`config.mk`:
```
export PLATFORM = sky130hd
export DESIGN_NAME = color_balance_tone_ranges
export DESIGN_NICKNAME = d
export VERILOG_FILES = /design/src/sv/cbt_pkg.sv /design/src/sv/cbt_weight.sv /design/src/sv/cbt_channel.sv /design/src/sv/color_balance_tone_ranges.sv
export SDC_FILE = /design/constraint.sdc
export NUM_CORES = 2
export LEC_CHECK = 0
export BUFFER_PORTS_ARGS = -buffer_cell sky130_fd_sc_hd__buf_2
export CORE_ASPECT_RATIO = 0.8
export CORE_UTILIZATION = 48
export CTS_CLUSTER_DIAMETER = 40
export DETAILED_ROUTE_END_ITERATION = 10
export PLACE_DENSITY = 0.77
export SLEW_MARGIN = 20
export SYNTH_ARGS = -nofsm -noshare
export SYNTH_HDL_FRONTEND = slang
export SYNTH_SLANG_ARGS = --single-unit
```
`constraint.sdc`:
```
create_clock -name aclk -period 13.95 [get_ports aclk]
set_input_delay 2.0925 -clock aclk [delete_from_list [all_inputs] [get_ports aclk]]
set_output_delay 2.0925 -clock aclk [all_outputs]
set_load 0.02 [all_outputs]
```
`src/sv/cbt_pkg.sv`:
```
// Package for the tone-range color balance block.
// Shared widths, register index codes and tone weight functions; no dependencies.
package cbt_pkg;

    localparam int PIX_W = 8;
    localparam int ADJ_W = 9;
    localparam int CFG_W = 3 * ADJ_W;
    localparam int SUM_W = 12;
    localparam int WORD_W = 3 * PIX_W;

    typedef enum logic [1:0] {
        CFG_RED   = 2'd0,
        CFG_GREEN = 2'd1,
        CFG_BLUE  = 2'd2
    } cfg_index_t;

    // shadow ramp weight, rounded to nearest; evaluated at elaboration
    function automatic longint cbt_shadow_w(input int v, input int frac);
        longint r;
        r = 117 - v;
        if (r < 0) r = 0;
        if (r > 64) r = 64;
        return (((r * 357) <<< frac) + 64'sd6400) / 64'sd12800;
    endfunction

    // midtone weight: product of the rising and falling ramps
    function automatic longint cbt_midtone_w(input int v, input int frac);
        longint a;
        longint b;
        a = v - 53;
        if (a < 0) a = 0;
        if (a > 64) a = 64;
        b = 202 - v;
        if (b < 0) b = 0;
        if (b > 64) b = 64;
        return (((a * b * 357) <<< frac) + 64'sd409600) / 64'sd819200;
    endfunction

endpackage

```
`src/sv/cbt_weight.sv`:
```
// Tone weight lookup for one channel value: shadow, midtone and highlight.
// Depends on cbt_pkg for the weight functions that fill the constant tables.
module cbt_weight import cbt_pkg::*; #(
    parameter int FRAC = 10
) (
    input  logic [PIX_W-1:0] v,
    output logic [FRAC:0]    w_sh,
    output logic [FRAC:0]    w_mid,
    output logic [FRAC:0]    w_hi
);

    localparam int WW = FRAC + 1;
    localparam int DEPTH = 1 << PIX_W;

    logic [WW-1:0] sh_tab  [DEPTH];
    logic [WW-1:0] mid_tab [DEPTH];

    for (genvar i = 0; i < DEPTH; i++) begin : g_tab
        assign sh_tab[i]  = WW'(cbt_shadow_w(i, FRAC));
        assign mid_tab[i] = WW'(cbt_midtone_w(i, FRAC));
    end

    // highlight weight is the shadow weight mirrored at 255 - v
    assign w_sh  = sh_tab[v];
    assign w_mid = mid_tab[v];
    assign w_hi  = sh_tab[~v];

endmodule

```
`src/sv/cbt_channel.sv`:
```
// Balance datapath for one color channel: three weighted adds and a clamp.
// Depends on cbt_pkg and cbt_weight.
module cbt_channel import cbt_pkg::*; #(
    parameter int FRAC = 10
) (
    input  logic [PIX_W-1:0] v,
    input  logic [CFG_W-1:0] adj,
    output logic [PIX_W-1:0] y
);

    localparam int PW = ADJ_W + FRAC + 2;
    localparam int AW = SUM_W + FRAC + 1;

    logic [FRAC:0]           w_sh;
    logic [FRAC:0]           w_mid;
    logic [FRAC:0]           w_hi;
    logic signed [PW-1:0]    p_sh;
    logic signed [PW-1:0]    p_mid;
    logic signed [PW-1:0]    p_hi;
    logic signed [SUM_W-1:0] n0;
    logic signed [SUM_W-1:0] n1;
    logic signed [SUM_W-1:0] n2;
    logic signed [SUM_W-1:0] n3;

    cbt_weight #(.FRAC(FRAC)) u_weight (
        .v     (v),
        .w_sh  (w_sh),
        .w_mid (w_mid),
        .w_hi  (w_hi)
    );

    // add a scaled product, then truncate toward zero
    function automatic logic signed [SUM_W-1:0] add_trunc(
        input logic signed [SUM_W-1:0] n,
        input logic signed [PW-1:0]    p
    );
        logic signed [AW-1:0] acc;
        logic signed [AW-1:0] q;
        acc = (AW'(n) <<< FRAC) + AW'(p);
        q = acc >>> FRAC;
        if (acc[AW-1] && (acc[FRAC-1:0] != '0)) begin
            q = q + AW'(1);
        end
        return q[SUM_W-1:0];
    endfunction

    assign p_sh  = PW'($signed(adj[ADJ_W-1:0]) * $signed({1'b0, w_sh}));
    assign p_mid = PW'($signed(adj[2*ADJ_W-1:ADJ_W]) * $signed({1'b0, w_mid}));
    assign p_hi  = PW'($signed(adj[3*ADJ_W-1:2*ADJ_W]) * $signed({1'b0, w_hi}));

    assign n0 = $signed({{(SUM_W - PIX_W){1'b0}}, v});
    assign n1 = add_trunc(n0, p_sh);
    assign n2 = add_trunc(n1, p_mid);
    assign n3 = add_trunc(n2, p_hi);

    always_comb begin
        if (n3 < 0) begin
            y = '0;
        end else if (n3 > $signed(SUM_W'(255))) begin
            y = '1;
        end else begin
            y = n3[PIX_W-1:0];
        end
    end

endmodule

```
`src/sv/color_balance_tone_ranges.sv`:
```
// Color balance over shadows, midtones and highlights for 8-bit RGB pixels.
// Takes one pixel word per clock and returns one balanced pixel word per clock
// while the result side accepts: an input register, then the weight tables,
// three weighted adds and the clamp per channel ahead of the result register.
// Both registers hold while the result side stalls. The user must write the
// adjustments through the cfg port only while no pixels are in flight; the
// block does not enforce this. Depends on cbt_pkg and cbt_channel.
module color_balance_tone_ranges import cbt_pkg::*; #(
    parameter int WEIGHT_FRAC_BITS = 10
) (
    input  logic              aclk,
    input  logic              aresetn,
    input  logic              cfg_we,
    input  logic [1:0]        cfg_index,
    input  logic [CFG_W-1:0]  cfg_data,
    input  logic              s_tvalid,
    output logic              s_tready,
    input  logic [WORD_W-1:0] s_tdata,    // blue_in, green_in, red_in
    output logic              m_tvalid,
    input  logic              m_tready,
    output logic [WORD_W-1:0] m_tdata     // blue_out, green_out, red_out
);

    logic [CFG_W-1:0]  red_adj_reg;
    logic [CFG_W-1:0]  green_adj_reg;
    logic [CFG_W-1:0]  blue_adj_reg;
    logic              in_valid_reg;
    logic [WORD_W-1:0] in_data_reg;
    logic              out_valid_reg;
    logic [WORD_W-1:0] out_data_reg;
    logic [WORD_W-1:0] out_data_next;
    logic              out_load;
    logic              in_load;

    always_ff @(posedge aclk) begin
        if (!aresetn) begin
            red_adj_reg   <= '0;
            green_adj_reg <= '0;
            blue_adj_reg  <= '0;
        end else if (cfg_we) begin
            unique case (cfg_index_t'(cfg_index))
                CFG_RED:   red_adj_reg   <= cfg_data;
                CFG_GREEN: green_adj_reg <= cfg_data;
                CFG_BLUE:  blue_adj_reg  <= cfg_data;
                default: ;
            endcase
        end
    end

    assign out_load = !out_valid_reg || m_tready;
    assign in_load  = !in_valid_reg || out_load;
    assign s_tready = in_load;

    always_ff @(posedge aclk) begin
        if (!aresetn) begin
            in_valid_reg  <= 1'b0;
            out_valid_reg <= 1'b0;
        end else begin
            if (in_load) begin
                in_valid_reg <= s_tvalid;
            end
            if (out_load) begin
                out_valid_reg <= in_valid_reg;
            end
        end
    end

    always_ff @(posedge aclk) begin
        if (in_load && s_tvalid) begin
            in_data_reg <= s_tdata;
        end
        if (out_load && in_valid_reg) begin
            out_data_reg <= out_data_next;
        end
    end

    cbt_channel #(.FRAC(WEIGHT_FRAC_BITS)) u_blue (
        .v   (in_data_reg[PIX_W-1:0]),
        .adj (blue_adj_reg),
        .y   (out_data_next[PIX_W-1:0])
    );

    cbt_channel #(.FRAC(WEIGHT_FRAC_BITS)) u_green (
        .v   (in_data_reg[2*PIX_W-1:PIX_W]),
        .adj (green_adj_reg),
        .y   (out_data_next[2*PIX_W-1:PIX_W])
    );

    cbt_channel #(.FRAC(WEIGHT_FRAC_BITS)) u_red (
        .v   (in_data_reg[3*PIX_W-1:2*PIX_W]),
        .adj (red_adj_reg),
        .y   (out_data_next[3*PIX_W-1:2*PIX_W])
    );

    assign m_tvalid = out_valid_reg;
    assign m_tdata  = out_data_reg;

endmodule

```
==> summary.md <==
The run finished with clean final reports. The fraction of synthesized cell area taken by the top area cell type was 0.272. Data arrives at the worst endpoint at 14.21 ns.

The run gives 134000 um as the half-perimeter wire length of the detailed placement result. In this run the mean area of a mapped cell was 7.69 um^2. The worst path setup slack after routing came out at 0.0355 ns.

In this run the worst hold path is classified as register to register. Counting stages on the worst path, the most repeated cell is sky130_fd_sc_hd__fa_1. The cell count after placement is 8210. By count the netlist is led by sky130_fd_sc_hd__inv_1, sky130_fd_sc_hd__nand2_1, sky130_fd_sc_hd__fa_1. The analysis attributes to cell leakage a power of 28.8 nW.

STA classifies the critical path endpoint as a register. The tools report the number of levels the H-tree was split into as 4. The critical-path cell with the highest stage delay was sky130_fd_sc_hd__fa_1. The synthesized design contains 48 enable-type register cells.

Summed over all instances, the cell type with the most area after synthesis is sky130_fd_sc_hd__fa_1. The run gives 95 as the count of distinct cell types in the synthesized netlist. Async set-or-reset flop fraction in the synthesized netlist: 0.

Routability-driven placement congestion ratio: 1.05. Clock tree synthesis selected as its root buffer the cell sky130_fd_sc_hd__clkbuf_16. The run gives 6367 as the number of instances in the synthesized netlist. Ranked by total cell area, the synthesized netlist is headed by sky130_fd_sc_hd__fa_1, sky130_fd_sc_hd__ha_1, sky130_fd_sc_hd__inv_1. TritonCTS built the clock tree. The number of clock buffers added by TritonCTS is 17. The number of synthesis warnings was 0. In this run, synthesis produced a sequential element count of 131. The clock-pin slew of the registers on the worst-case setup and hold paths is 0.09 ns. After global routing the overflow that remains totals 0. After the flow finishes, the layout carries non-filler instances totaling 8324. The worst setup path is of the register to register kind. The detail route stage leaves a number of antenna-violating nets equal to 0. Setup skew after layout: 0.0310 ns. After layout, the design draws a total of 3.57 mW.

Summing all flip-flop and latch instances after layout gives 3100 um^2. The layout-stage area growth over the synthesis result came out at 20.1%. The maximum number of pins on one net before global-route repair came out at 84. The count of maximum capacitance violations came out at 0. After the first detailed-routing iteration, the DRC count stood at 5273. The total power divided by cell area is 60.7 nW/um^2. Along the worst path, the maximum fanout reaches 4. For this run, the post-layout net count is 8239. From left edge to right edge, the die measures 359 um.

The final worst-path cycle share is 0.997, and the required time of the critical path is 14.24 ns. Number of ports placed on the die boundary: 84. The worst slew margin relative to its limit came out at 0.252. Number of failing hold endpoints at the final stage: 0. In this run the tool buffered the top-level ports with 83 buffer cells. The worst hold slack is 0.532 ns. The final layout contains routed wiring with a total length of 167000 um. The most instantiated flip-flop cell in the synthesis netlist was sky130_fd_sc_hd__dfxtp_1. The worst setup path is launched from a register. Yosys instantiated no cell more often than sky130_fd_sc_hd__inv_1.

The logs give 0.0634 for the share of the yosys chip area belonging to registers and 0 for the detailed-route DRC error count. The clock sink count came out at 131. The total via count after detailed routing is 48800, and the slew at the pin closest to its max-slew limit is 1.09 ns. Number of iterations in the first detailed-routing pass: 8. Clock tree buffer depth: 2. The tools report the starting density of the core as 0.485. The tools report the number of setup violations in the final report as 0. Initial antenna violation count: 16. Setup repair after global routing could not meet its margin everywhere.

Longest individual stage delay on the worst path: 0.55 ns. The core region is 101000 um^2. The first global-routing pass estimated 263000 um of wire. After detailed routing, the number of vias per cell comes to 5.86. Before CTS, the worst setup slack after placement is -0.248 ns. For the insertion delay to the later sink of the worst-skew pair, the log shows 0.55 ns. Summing every instance area after synthesis gives 48900 um^2.

VDD sags by at most 0.114 mV. The number of rows in the core area is 104, and the filler cell count in the final layout is 8943. Die footprint: 103000 um^2. The via count of the first global-routing pass was 48100. Floorplan die height: 288 um.

The fraction of final layout cells sized beyond drive strength 1 came out at 0.187. The logs give 71.9 MHz for the highest achievable clock rate and 0.320 for the overall global routing resource usage. Summing all multi-input logic gate instances after layout gives 42700 um^2. In the final timing run, aggregate negative setup slack is 0 ns. After detailed routing, the average wire length per cell comes to 20.1 um.

The number of slew-limit violations in the final report is 0. For this design, the CTS-stage hold fixing added 0 buffers. The shortest clock period the worst path allows after layout was 13.91 ns. The synthesized net count came out at 7626.
## per-layer routing
layer  vias to the layer above  routed length, um  global-route usage
met2                      2616              72800               0.490
met1                     23600              70100               0.436
met3                       389              18000              0.0810
li1                      22100                  -                   -
met5                         -                 73                   0
met4                        12               6190               0.118
## stage by stage
step	util	cell area, um^2
floorplan	-	49100
global placement	0.553	55700
detailed placement	0.553	55700
CTS	0.561	56600
global route	0.583	58800
finish	0.583	58800
## final cells by class
cell class,count,share of cell area
antenna,6,0.000255
clock buffer,17,0.00724
clock inverter,15,0.00270
inverter,975,0.0624
multi-input combinational,4950,0.727
sequential,131,0.0528
tap,1325,0.0282
timing repair buffer,905,0.119
## logic make-up after synthesis
| group | share of synthesized area |
|---|---|
| buf+inv | 0.0988 |
| flops | 0.0634 |
| xor+xnor | 0.0400 |
| simple gates | 0.210 |
| mux | 0.00770 |
| compound gates | 0.171 |
| fa+ha+maj | 0.409 |
## where the power goes
group / internal [mW] / switching (mW) / leakage (nW)
combinational: 1.15 / 1.43 / 27.4
sequential: 0.439 / 0.0402 / 1.13
clock: 0.239 / 0.267 / 0.292
## critical path, delay by kind of cell (launching register included)
kind            cells  cell delay, ns
compound gates     21            4.42
buf+inv            10            1.15
xor+xnor            6            0.90
simple gates       15            2.44
flops               1            0.48
fa+ha+maj          11            4.26
## path summary, 6_finish.rpt
| check | startpoint | end | slack (ns) | depth (start not counted) |
|---|---|---|---|---|
| setup / recovery | in_data_reg[17] | m_tdata[21] | 0.04 | 63 |
| hold / removal | in_valid_reg | m_tvalid | 0.53 | 1 |
| setup reg to reg | in_data_reg[17] | m_tdata[21] | 0.04 | 63 |
| hold reg to reg | in_valid_reg | m_tvalid | 0.53 | 1 |
## timing repair
action                     CTS  global route
gates resized for setup     51           371
setup endpoints to repair   24            24
setup buffers                8            66
gates cloned                 0             2
pin swaps                   23           172
## placed cells by master (no fill, tap or decap), drive strengths merged, types with 58 or more instances in the layout
cell	Yosys	routed
xor2	81	81
a21oi	340	340
o21ai	308	308
nor2	398	398
nor2b	91	91
nand2b	92	92
nor3	127	127
xnor2	139	139
nand2	953	953
dfxtp	83	83
a21boi	89	89
o211ai	58	58
ha	535	535
and2	275	275
buf	54	904
inv	969	980
nand3	93	93
fa	666	666
Power figures use the tool's default switching activity.
